$ cat src/hdl/assert_macros.svh
// Assertion macros shared by the temperature color ramp RTL
`ifndef ASSERT_MACROS_SVH
`define ASSERT_MACROS_SVH

// same-cycle implication
`define TCR_ASSERT(lbl, clk, rst_n, ante, cons) \
  lbl: assert property (@(posedge clk) disable iff (!rst_n) (ante) |-> (cons)) \
    else $error("temperature color ramp assertion failed");

// implication in the next cycle
`define TCR_ASSERT_NEXT(lbl, clk, rst_n, ante, cons) \
  lbl: assert property (@(posedge clk) disable iff (!rst_n) (ante) |=> (cons)) \
    else $error("temperature color ramp assertion failed");

// implication delayed by the dly argument
`define TCR_ASSERT_DLY(lbl, clk, rst_n, ante, dly, cons) \
  lbl: assert property (@(posedge clk) disable iff (!rst_n) (ante) |-> ##dly (cons)) \
    else $error("temperature color ramp assertion failed");

`endif

$ cat src/hdl/tcr_pkg.sv
// Shared types and constants of the temperature color ramp
`timescale 1ns / 1ps

package tcr_pkg;

  localparam int FRAC_BITS_DEF = 16;
  localparam int TEMP_W        = 16;
  localparam int CFG_IDX_W     = 2;
  localparam int CFG_DATA_W    = 16;
  localparam int SPAN_W        = 16;
  localparam int COLOR_W       = 16;

  localparam logic [CFG_IDX_W-1:0] CFG_SCALE_LOW    = 2'd0;
  localparam logic [CFG_IDX_W-1:0] CFG_SCALE_HIGH   = 2'd1;
  localparam logic [CFG_IDX_W-1:0] CFG_COMFORT_LOW  = 2'd2;
  localparam logic [CFG_IDX_W-1:0] CFG_COMFORT_HIGH = 2'd3;

  localparam logic signed [TEMP_W-1:0] SCALE_LOW_RST    = 16'sd0;
  localparam logic signed [TEMP_W-1:0] SCALE_HIGH_RST   = 16'sd1600;
  localparam logic signed [TEMP_W-1:0] COMFORT_LOW_RST  = 16'sd1088;
  localparam logic signed [TEMP_W-1:0] COMFORT_HIGH_RST = 16'sd1232;

  typedef enum logic [2:0] {
    RG_LOW  = 3'b001,
    RG_MID  = 3'b010,
    RG_HIGH = 3'b100
  } region_e;

  typedef enum logic [2:0] {
    FM_DIV  = 3'b001,
    FM_ZERO = 3'b010,
    FM_ONE  = 3'b100
  } fmode_e;

  typedef struct packed {
    logic    valid;
    region_e region;
    fmode_e  fmode;
  } ctl_t;

endpackage

$ cat src/hdl/tcr_div_cell.sv
// One restoring-division cell: one quotient bit per request per cycle
`timescale 1ns / 1ps

module tcr_div_cell #(
  parameter int FRAC_BITS = tcr_pkg::FRAC_BITS_DEF
) (
  input  logic                        clk_i,
  input  logic                        rst_ni,
  input  tcr_pkg::ctl_t               ctl_i,
  input  logic [tcr_pkg::SPAN_W-1:0]  span_i,
  input  logic [tcr_pkg::SPAN_W-1:0]  rem_i,
  input  logic [FRAC_BITS-1:0]        quot_i,
  output tcr_pkg::ctl_t               ctl_o,
  output logic [tcr_pkg::SPAN_W-1:0]  span_o,
  output logic [tcr_pkg::SPAN_W-1:0]  rem_o,
  output logic [FRAC_BITS-1:0]        quot_o
);

  tcr_pkg::ctl_t               ctl_q;
  logic [tcr_pkg::SPAN_W-1:0]  span_q, rem_q, rem_d;
  logic [FRAC_BITS-1:0]        quot_q, quot_d;
  logic [tcr_pkg::SPAN_W:0]    rem2, diff;
  logic                        ge;

  always_comb begin
    rem2   = {rem_i, 1'b0};
    diff   = rem2 - {1'b0, span_i};
    ge     = rem2 >= {1'b0, span_i};
    rem_d  = ge ? diff[tcr_pkg::SPAN_W-1:0] : rem2[tcr_pkg::SPAN_W-1:0];
    quot_d = {quot_i[FRAC_BITS-2:0], ge};
  end

  always_ff @(posedge clk_i or negedge rst_ni) begin
    if (!rst_ni) begin
      ctl_q <= '0;
    end else begin
      ctl_q <= ctl_i;
    end
  end

  always_ff @(posedge clk_i) begin
    span_q <= span_i;
    rem_q  <= rem_d;
    quot_q <= quot_d;
  end

  assign ctl_o  = ctl_q;
  assign span_o = span_q;
  assign rem_o  = rem_q;
  assign quot_o = quot_q;

endmodule

$ cat src/hdl/tcr_prep.sv
// Band clamping, ramp selection and divider operand setup
`timescale 1ns / 1ps

module tcr_prep (
  input  logic                               clk_i,
  input  logic                               rst_ni,
  input  logic                               valid_i,
  input  logic signed [tcr_pkg::TEMP_W-1:0]  temperature_i,
  input  logic signed [tcr_pkg::TEMP_W-1:0]  scale_low_i,
  input  logic signed [tcr_pkg::TEMP_W-1:0]  scale_high_i,
  input  logic signed [tcr_pkg::TEMP_W-1:0]  comfort_low_i,
  input  logic signed [tcr_pkg::TEMP_W-1:0]  comfort_high_i,
  output tcr_pkg::ctl_t                      ctl_o,
  output logic [tcr_pkg::SPAN_W-1:0]         span_o,
  output logic [tcr_pkg::SPAN_W-1:0]         rem_o
);

  localparam int DW = tcr_pkg::TEMP_W + 1;

  logic                              va_q, vb_q;
  logic signed [tcr_pkg::TEMP_W-1:0] t_q;
  logic signed [tcr_pkg::TEMP_W-1:0] clo, chi, base;
  logic signed [DW-1:0]              span_raw, num_d, num_q;
  logic [tcr_pkg::SPAN_W-1:0]        span_d, span_q;
  tcr_pkg::region_e                  region_d, region_q;
  tcr_pkg::ctl_t                     ctl_d, ctl_q;
  logic [tcr_pkg::SPAN_W-1:0]        span_c_q, rem_q;

  always_comb begin
    if (comfort_low_i < scale_low_i) begin
      clo = scale_low_i;
    end else if (comfort_low_i > scale_high_i) begin
      clo = scale_high_i;
    end else begin
      clo = comfort_low_i;
    end
    if (comfort_high_i < clo) begin
      chi = clo;
    end else if (comfort_high_i > scale_high_i) begin
      chi = scale_high_i;
    end else begin
      chi = comfort_high_i;
    end
    if (t_q <= clo) begin
      region_d = tcr_pkg::RG_LOW;
      base     = scale_low_i;
      span_raw = DW'(clo) - DW'(scale_low_i);
    end else if (t_q >= chi) begin
      region_d = tcr_pkg::RG_HIGH;
      base     = chi;
      span_raw = DW'(scale_high_i) - DW'(chi);
    end else begin
      region_d = tcr_pkg::RG_MID;
      base     = chi;
      span_raw = DW'(scale_high_i) - DW'(chi);
    end
    span_d = (span_raw < DW'(1)) ? tcr_pkg::SPAN_W'(1) : span_raw[tcr_pkg::SPAN_W-1:0];
    num_d  = DW'(t_q) - DW'(base);
  end

  always_comb begin
    ctl_d.valid  = vb_q;
    ctl_d.region = region_q;
    if (num_q <= DW'(0)) begin
      ctl_d.fmode = tcr_pkg::FM_ZERO;
    end else if (num_q >= $signed({1'b0, span_q})) begin
      ctl_d.fmode = tcr_pkg::FM_ONE;
    end else begin
      ctl_d.fmode = tcr_pkg::FM_DIV;
    end
  end

  always_ff @(posedge clk_i or negedge rst_ni) begin
    if (!rst_ni) begin
      va_q     <= 1'b0;
      vb_q     <= 1'b0;
      region_q <= tcr_pkg::RG_MID;
      ctl_q    <= '0;
    end else begin
      va_q     <= valid_i;
      vb_q     <= va_q;
      region_q <= region_d;
      ctl_q    <= ctl_d;
    end
  end

  always_ff @(posedge clk_i) begin
    t_q      <= temperature_i;
    span_q   <= span_d;
    num_q    <= num_d;
    span_c_q <= span_q;
    rem_q    <= num_q[tcr_pkg::SPAN_W-1:0];
  end

  assign ctl_o  = ctl_q;
  assign span_o = span_c_q;
  assign rem_o  = rem_q;

endmodule

$ cat src/hdl/tcr_mix.sv
// Channel interpolation between color stops and RGB565 packing
`timescale 1ns / 1ps

module tcr_mix #(
  parameter int FRAC_BITS = tcr_pkg::FRAC_BITS_DEF
) (
  input  logic                         clk_i,
  input  logic                         rst_ni,
  input  tcr_pkg::ctl_t                ctl_i,
  input  logic [FRAC_BITS-1:0]         quot_i,
  output logic                         done_o,
  output logic [tcr_pkg::COLOR_W-1:0]  color_o
);

  localparam int PW = FRAC_BITS + 11;

  localparam logic [7:0] BLUE_R  = 8'd40;
  localparam logic [7:0] BLUE_G  = 8'd90;
  localparam logic [7:0] BLUE_B  = 8'd230;
  localparam logic [7:0] GREEN_R = 8'd40;
  localparam logic [7:0] GREEN_G = 8'd200;
  localparam logic [7:0] GREEN_B = 8'd80;
  localparam logic [7:0] RED_R   = 8'd210;
  localparam logic [7:0] RED_G   = 8'd40;
  localparam logic [7:0] RED_B   = 8'd30;

  function automatic logic [7:0] mix_ch(logic [7:0] a, logic [7:0] b, logic [FRAC_BITS:0] f);
    logic signed [PW-1:0] a_s, d_s, f_s, acc;
    a_s = PW'($signed({1'b0, a}));
    d_s = PW'($signed({1'b0, b}) - $signed({1'b0, a}));
    f_s = PW'($signed({1'b0, f}));
    acc = (a_s <<< FRAC_BITS) + d_s * f_s;
    return acc[FRAC_BITS+7:FRAC_BITS];
  endfunction

  logic [FRAC_BITS:0]          f;
  logic [7:0]                  a_r, a_g, a_b, b_r, b_g, b_b, r, g, b;
  logic [tcr_pkg::COLOR_W-1:0] color_d, color_q;
  logic                        done_q;

  always_comb begin
    case (ctl_i.fmode)
      tcr_pkg::FM_ZERO: f = '0;
      tcr_pkg::FM_ONE:  f = {1'b1, {FRAC_BITS{1'b0}}};
      default:          f = {1'b0, quot_i};
    endcase
    case (ctl_i.region)
      tcr_pkg::RG_LOW: begin
        a_r = BLUE_R;  a_g = BLUE_G;  a_b = BLUE_B;
        b_r = GREEN_R; b_g = GREEN_G; b_b = GREEN_B;
      end
      tcr_pkg::RG_HIGH: begin
        a_r = GREEN_R; a_g = GREEN_G; a_b = GREEN_B;
        b_r = RED_R;   b_g = RED_G;   b_b = RED_B;
      end
      default: begin
        a_r = GREEN_R; a_g = GREEN_G; a_b = GREEN_B;
        b_r = GREEN_R; b_g = GREEN_G; b_b = GREEN_B;
      end
    endcase
    r       = mix_ch(a_r, b_r, f);
    g       = mix_ch(a_g, b_g, f);
    b       = mix_ch(a_b, b_b, f);
    color_d = {r[7:3], g[7:2], b[7:3]};
  end

  always_ff @(posedge clk_i or negedge rst_ni) begin
    if (!rst_ni) begin
      done_q <= 1'b0;
    end else begin
      done_q <= ctl_i.valid;
    end
  end

  always_ff @(posedge clk_i) begin
    color_q <= color_d;
  end

  assign done_o  = done_q;
  assign color_o = color_q;

endmodule

$ cat src/hdl/temperature_color_ramp_core.sv
// Top level of the temperature to RGB565 false-color ramp
//
// Usage: drive temperature_i (signed, 1/16 degree F) with start_i high for
// one cycle per request; busy_o stays low, so a request is taken in every
// cycle that start_i is high. Each request yields exactly one color: done_o
// pulses for one cycle with color_rgb565_o valid in that cycle, in request
// order. Throughput is one request per cycle. The divider is a chain of
// FRAC_BITS cells, each resolving one fraction bit of (t - base) / span per
// cycle; the setup stages in tcr_prep come before it and the output
// register in tcr_mix comes after it.
// Configuration: cfg_we_i writes cfg_wdata_i into the register at cfg_idx_i
// (0 scale_low, 1 scale_high, 2 comfort_low, 3 comfort_high); write only
// while no request is in flight. Reset clears all requests in flight and
// loads the default scale 0..1600 with comfort band 1088..1232.
// The receiver cannot stall: results must be taken when done_o is high.
`timescale 1ns / 1ps
`include "assert_macros.svh"

module temperature_color_ramp_core #(
  parameter int FRAC_BITS = tcr_pkg::FRAC_BITS_DEF
) (
  input  logic                                clk_i,
  input  logic                                rst_ni,
  input  logic                                start_i,
  output logic                                busy_o,
  input  logic signed [tcr_pkg::TEMP_W-1:0]   temperature_i,
  output logic                                done_o,
  output logic [tcr_pkg::COLOR_W-1:0]         color_rgb565_o,
  input  logic                                cfg_we_i,
  input  logic [tcr_pkg::CFG_IDX_W-1:0]       cfg_idx_i,
  input  logic [tcr_pkg::CFG_DATA_W-1:0]      cfg_wdata_i
);

  localparam int LATENCY = FRAC_BITS + 4;

  logic signed [tcr_pkg::TEMP_W-1:0] scale_low_q, scale_high_q;
  logic signed [tcr_pkg::TEMP_W-1:0] comfort_low_q, comfort_high_q;

  tcr_pkg::ctl_t              ctl_c  [FRAC_BITS+1];
  logic [tcr_pkg::SPAN_W-1:0] span_c [FRAC_BITS+1];
  logic [tcr_pkg::SPAN_W-1:0] rem_c  [FRAC_BITS+1];
  logic [FRAC_BITS-1:0]       quot_c [FRAC_BITS+1];

  logic accept;

  assign busy_o = 1'b0;
  assign accept = start_i && !busy_o;

  always_ff @(posedge clk_i or negedge rst_ni) begin
    if (!rst_ni) begin
      scale_low_q    <= tcr_pkg::SCALE_LOW_RST;
      scale_high_q   <= tcr_pkg::SCALE_HIGH_RST;
      comfort_low_q  <= tcr_pkg::COMFORT_LOW_RST;
      comfort_high_q <= tcr_pkg::COMFORT_HIGH_RST;
    end else if (cfg_we_i) begin
      case (cfg_idx_i)
        tcr_pkg::CFG_SCALE_LOW:    scale_low_q    <= $signed(cfg_wdata_i);
        tcr_pkg::CFG_SCALE_HIGH:   scale_high_q   <= $signed(cfg_wdata_i);
        tcr_pkg::CFG_COMFORT_LOW:  comfort_low_q  <= $signed(cfg_wdata_i);
        tcr_pkg::CFG_COMFORT_HIGH: comfort_high_q <= $signed(cfg_wdata_i);
        default: ;
      endcase
    end
  end

  tcr_prep u_prep (
    .clk_i          (clk_i),
    .rst_ni         (rst_ni),
    .valid_i        (accept),
    .temperature_i  (temperature_i),
    .scale_low_i    (scale_low_q),
    .scale_high_i   (scale_high_q),
    .comfort_low_i  (comfort_low_q),
    .comfort_high_i (comfort_high_q),
    .ctl_o          (ctl_c[0]),
    .span_o         (span_c[0]),
    .rem_o          (rem_c[0])
  );

  assign quot_c[0] = '0;

  for (genvar k = 0; k < FRAC_BITS; k++) begin : g_cell
    tcr_div_cell #(
      .FRAC_BITS (FRAC_BITS)
    ) u_cell (
      .clk_i  (clk_i),
      .rst_ni (rst_ni),
      .ctl_i  (ctl_c[k]),
      .span_i (span_c[k]),
      .rem_i  (rem_c[k]),
      .quot_i (quot_c[k]),
      .ctl_o  (ctl_c[k+1]),
      .span_o (span_c[k+1]),
      .rem_o  (rem_c[k+1]),
      .quot_o (quot_c[k+1])
    );
  end

  tcr_mix #(
    .FRAC_BITS (FRAC_BITS)
  ) u_mix (
    .clk_i   (clk_i),
    .rst_ni  (rst_ni),
    .ctl_i   (ctl_c[FRAC_BITS]),
    .quot_i  (quot_c[FRAC_BITS]),
    .done_o  (done_o),
    .color_o (color_rgb565_o)
  );

  `TCR_ASSERT_DLY(a_req_gives_done, clk_i, rst_ni, accept, LATENCY, done_o)
  `TCR_ASSERT(a_done_has_req, clk_i, rst_ni, done_o, $past(accept, LATENCY))
  `TCR_ASSERT_NEXT(a_chain_to_done, clk_i, rst_ni, ctl_c[FRAC_BITS].valid, done_o)

endmodule

$ cat config.mk
export PLATFORM = sky130hd
export DESIGN_NAME = temperature_color_ramp_core
export DESIGN_NICKNAME = d
export VERILOG_FILES = /design/src/hdl/tcr_pkg.sv /design/src/hdl/tcr_div_cell.sv /design/src/hdl/tcr_prep.sv /design/src/hdl/tcr_mix.sv /design/src/hdl/temperature_color_ramp_core.sv
export VERILOG_INCLUDE_DIRS = /design/src /design/src/hdl
export SDC_FILE = /design/constraint.sdc
export NUM_CORES = 2
export LEC_CHECK = 0
export BUFFER_PORTS_ARGS = -buffer_cell sky130_fd_sc_hd__buf_4
export CAP_MARGIN = 5
export CELL_PAD_IN_SITES_DETAIL_PLACEMENT = 0
export CELL_PAD_IN_SITES_GLOBAL_PLACEMENT = 1
export CORE_MARGIN = 5
export CORE_UTILIZATION = 45
export CTS_CLUSTER_DIAMETER = 50
export DETAILED_ROUTE_END_ITERATION = 16
export GPL_TIMING_DRIVEN = 0
export PLACE_DENSITY = 0.77
export SLEW_MARGIN = 20
export SYNTH_ARGS = -nofsm -noshare
export SYNTH_HDL_FRONTEND = slang
export SYNTH_SLANG_ARGS = --single-unit
$ cat constraint.sdc
create_clock -name clk_i -period 11.8 [get_ports clk_i]
set_input_delay 0 -clock clk_i [delete_from_list [all_inputs] [get_ports clk_i]]
set_output_delay 0 -clock clk_i [all_outputs]
set_load 0.01 [all_outputs]
==> impl_metrics.env <==
export IMPL_wirelength_mm=107
export IMPL_post_cts_buffers=0
export IMPL_num_rows=119
export IMPL_skew_ns=0.0401
export IMPL_ys_seq_area_share_pct=39.8
export IMPL_critPathCaptureType="register"
export IMPL_critPathLaunchType="register"
export IMPL_hpwl_mm=86.1
export IMPL_maxCapViolations=0
export IMPL_rsz0062_at_grt="no"
export IMPL_antenna_cells=0
export IMPL_synth_seq_cells=902
export IMPL_via_per_inst=4.94
export IMPL_synth_area_top_cells="dfxtp_1, ha_1, dfrtp_1, fa_1, inv_1"
export IMPL_core_area_um2=105000
export IMPL_ios=56
export IMPL_synth_edf_count=0
export IMPL_hold_viol=0
export IMPL_gp_congestion=0.887
export IMPL_grt_pass1_wl_mm=175
export IMPL_maxSlewHeadroom_pct=34.2
export IMPL_antenna_found_initial=2
export IMPL_hp_class="primary input to register"
export IMPL_worstPathArrival_ns=11.62
export IMPL_crit_path_max_fanout=10
export IMPL_clk_latency_ns=0.67
export IMPL_grt_pass1_vias=33400
export IMPL_fin_crit_ns=11.10
export IMPL_clk_path_buf_depth=3
export IMPL_die_height_um=336
export IMPL_cts_tree="yes"
export IMPL_report_final_slew_viol_count=0
export IMPL_clkTransAtPathRegs_ns=0.06
export IMPL_cts_num_sinks=902
export IMPL_synthCells=4825
export IMPL_syn_mean_instance_area_um2=9.91
export IMPL_fin_tns_setup_ns=0
export IMPL_crit_path_frequent_cell="clkbuf_1"
export IMPL_crit_slowest_cell="a2111oi_1"
export IMPL_synth_top_area_cell="dfxtp_1"
export IMPL_first_iter_violations=1453
export IMPL_path_class="register to register"
export IMPL_fin_hold_ws_ns=0.113
export IMPL_area_delta_synth_final_pct=13.2
export IMPL_required_ns=12.32
export IMPL_drc=0
export IMPL_tightest_slew_ns=0.984
export IMPL_synth_cell_types=86
export IMPL_num_vias=32300
export IMPL_fmax_ghz=0.0901
export IMPL_start_util_pct=45.4
export IMPL_io_buffers=54
export IMPL_async_flop_share_pct=21.0
export IMPL_ys_warn_count=0
export IMPL_grt_max_degree=107
export IMPL_synth_top_area_share_pct=29.9
export IMPL_status="finished clean"
export IMPL_final_layout_size_suffix_gt1_share_pct=7.05
export IMPL_finalSetupViolations=0
export IMPL_netlist_area_um2=47800
export IMPL_wl_per_cell_um=16.4
export IMPL_overflow=0
export IMPL_cts_buffers=97
export IMPL_die_w_um=336
export IMPL_nets=5930
export IMPL_die_area_um2=113000
export IMPL_reg2regPathDepth=39
export IMPL_first_pass_iters=5
export IMPL_period_share_pct=94.0
export IMPL_clockRootBuffer="clkbuf_16"
export IMPL_slowest_delay_ns=0.69
export IMPL_ant_nets=0
export IMPL_grt_total_usage_pct=19.2
export IMPL_whs_path_depth=4
export IMPL_htreeDepth=3
export IMPL_ys_flop_type="dfxtp_1"
## state kept, by name, summed over array words and instances, names as in the netlist
name                  cells
g_cell.u_cell.ctl_o     112
u_prep.vb_q               1
u_prep.region_q           3
u_prep.ctl_o              7
u_mix.done_o              1
g_cell.u_cell.quot_o    136
u_prep.span_o            16
u_mix.color_o            16
g_cell.u_cell.rem_o     240
comfort_high_q           16
u_prep.va_q               1
u_prep.rem_o             16
u_prep.span_q            16
comfort_low_q            16
g_cell.u_cell.span_o    240
scale_high_q             16
u_prep.num_q             17
u_prep.t_q               16
scale_low_q              16
## worst paths after layout
kind / start / to / slack [ns]
min in group asynchronous: rst_ni / comfort_high_q[4] / 0.48
min reg2reg: g_cell[13].u_cell.quot_o[13] / g_cell[14].u_cell.quot_o[14] / 0.32
min: cfg_wdata_i[2] / scale_low_q[2] / 0.11
max: scale_low_q[13] / u_prep.span_q[0] / 0.70
max reg2reg: scale_low_q[13] / u_prep.span_q[0] / 0.70
max in group asynchronous: rst_ni / u_prep.region_q[1] / 10.81
## logic make-up after synthesis
| group | after synthesis | synth area share [%] |
|---|---|---|
| fa+ha+maj | 830 | 25.0 |
| simple gates | 992 | 9.88 |
| flops | 902 | 39.8 |
| xor+xnor | 238 | 4.36 |
| compound gates | 910 | 11.7 |
| mux | 111 | 2.60 |
| other cells | 2 | 0.0157 |
| buf+inv | 840 | 6.64 |
## layout make-up
| cell class | count | area [um^2] |
|---|---|---|
| Fill cell | 9711 | 51300 |
| Multi-Input combinational cell | 3114 | 25700 |
| Sequential cell | 902 | 19000 |
| Inverter | 767 | 2880 |
| Clock buffer | 129 | 2670 |
| Tap cell | 1391 | 1740 |
| Timing Repair Buffer | 112 | 1030 |
| Clock inverter | 53 | 761 |
| Buffer | 73 | 298 |
## per-layer routing
metal	vias to the layer above	GRT usage, %	wire length (um)
li1	16400	-	-
met1	15200	25.0	48700
met2	471	33.2	50900
met3	184	2.80	3690
met4	4	6.19	3620
met5	-	0	25
## worst max-delay path, delay by kind of cell (launching register included)
| kind | cells | cell delay (ns) |
|---|---|---|
| simple gates | 6 | 1.33 |
| buf+inv | 9 | 2.22 |
| mux | 1 | 0.20 |
| compound gates | 18 | 5.47 |
| fa+ha+maj | 5 | 1.36 |
| flops | 1 | 0.40 |
## timing repair
| action | 4_1_cts | 5_1_grt |
|---|---|---|
| endpoints found under the setup margin | 0 | 2 |
| hold endpoints to repair | 269 | 0 |
| hold buffers | 56 | 0 |
| gates resized for setup | 0 | 1 |
## Yosys cell counts (51+ instances only)
| library cell | count |
|---|---|
| a21o_1 | 188 |
| a21oi_1 | 401 |
| clkbuf_1 | 63 |
| dfrtp_1 | 179 |
| dfxtp_1 | 713 |
| fa_1 | 210 |
| ha_1 | 615 |
| inv_1 | 766 |
| mux2_2 | 84 |
| nand2_1 | 235 |
| nand2b_1 | 92 |
| nand3_1 | 51 |
| nand4_1 | 60 |
| nor2_1 | 338 |
| nor2b_1 | 60 |
| o21ai_0 | 155 |
| xnor2_1 | 195 |
## stage by stage
step | instances | setup WS, ns | util (%) | instance area, um^2
6_report | 6541 | 0.703 | 51.4 | 54100
5_1_grt | 6541 | 0.136 | 51.4 | 54100
4_1_cts | 6541 | 0.672 | 51.4 | 54100
3_5_place_dp | 6303 | 0.756 | 47.5 | 50100
3_3_place_gp | 6301 | 0.608 | 47.5 | 50100
2_1_floorplan | 4856 | 3.51 | - | 47900
## cell usage in the layout (no fill, tap or decap), drive strengths merged, types with 179 or more instances in the layout
cell,count
dfrtp,179
inv,781
dfxtp,713
a21oi,403
nor2,338
fa,210
xnor2,195
ha,615
clkbuf,192
a21o,188
nand2,235
Power is left out: the tool's default activity adds up to more than one toggle a clock period on the data nets, which glitch-free logic cannot reach.
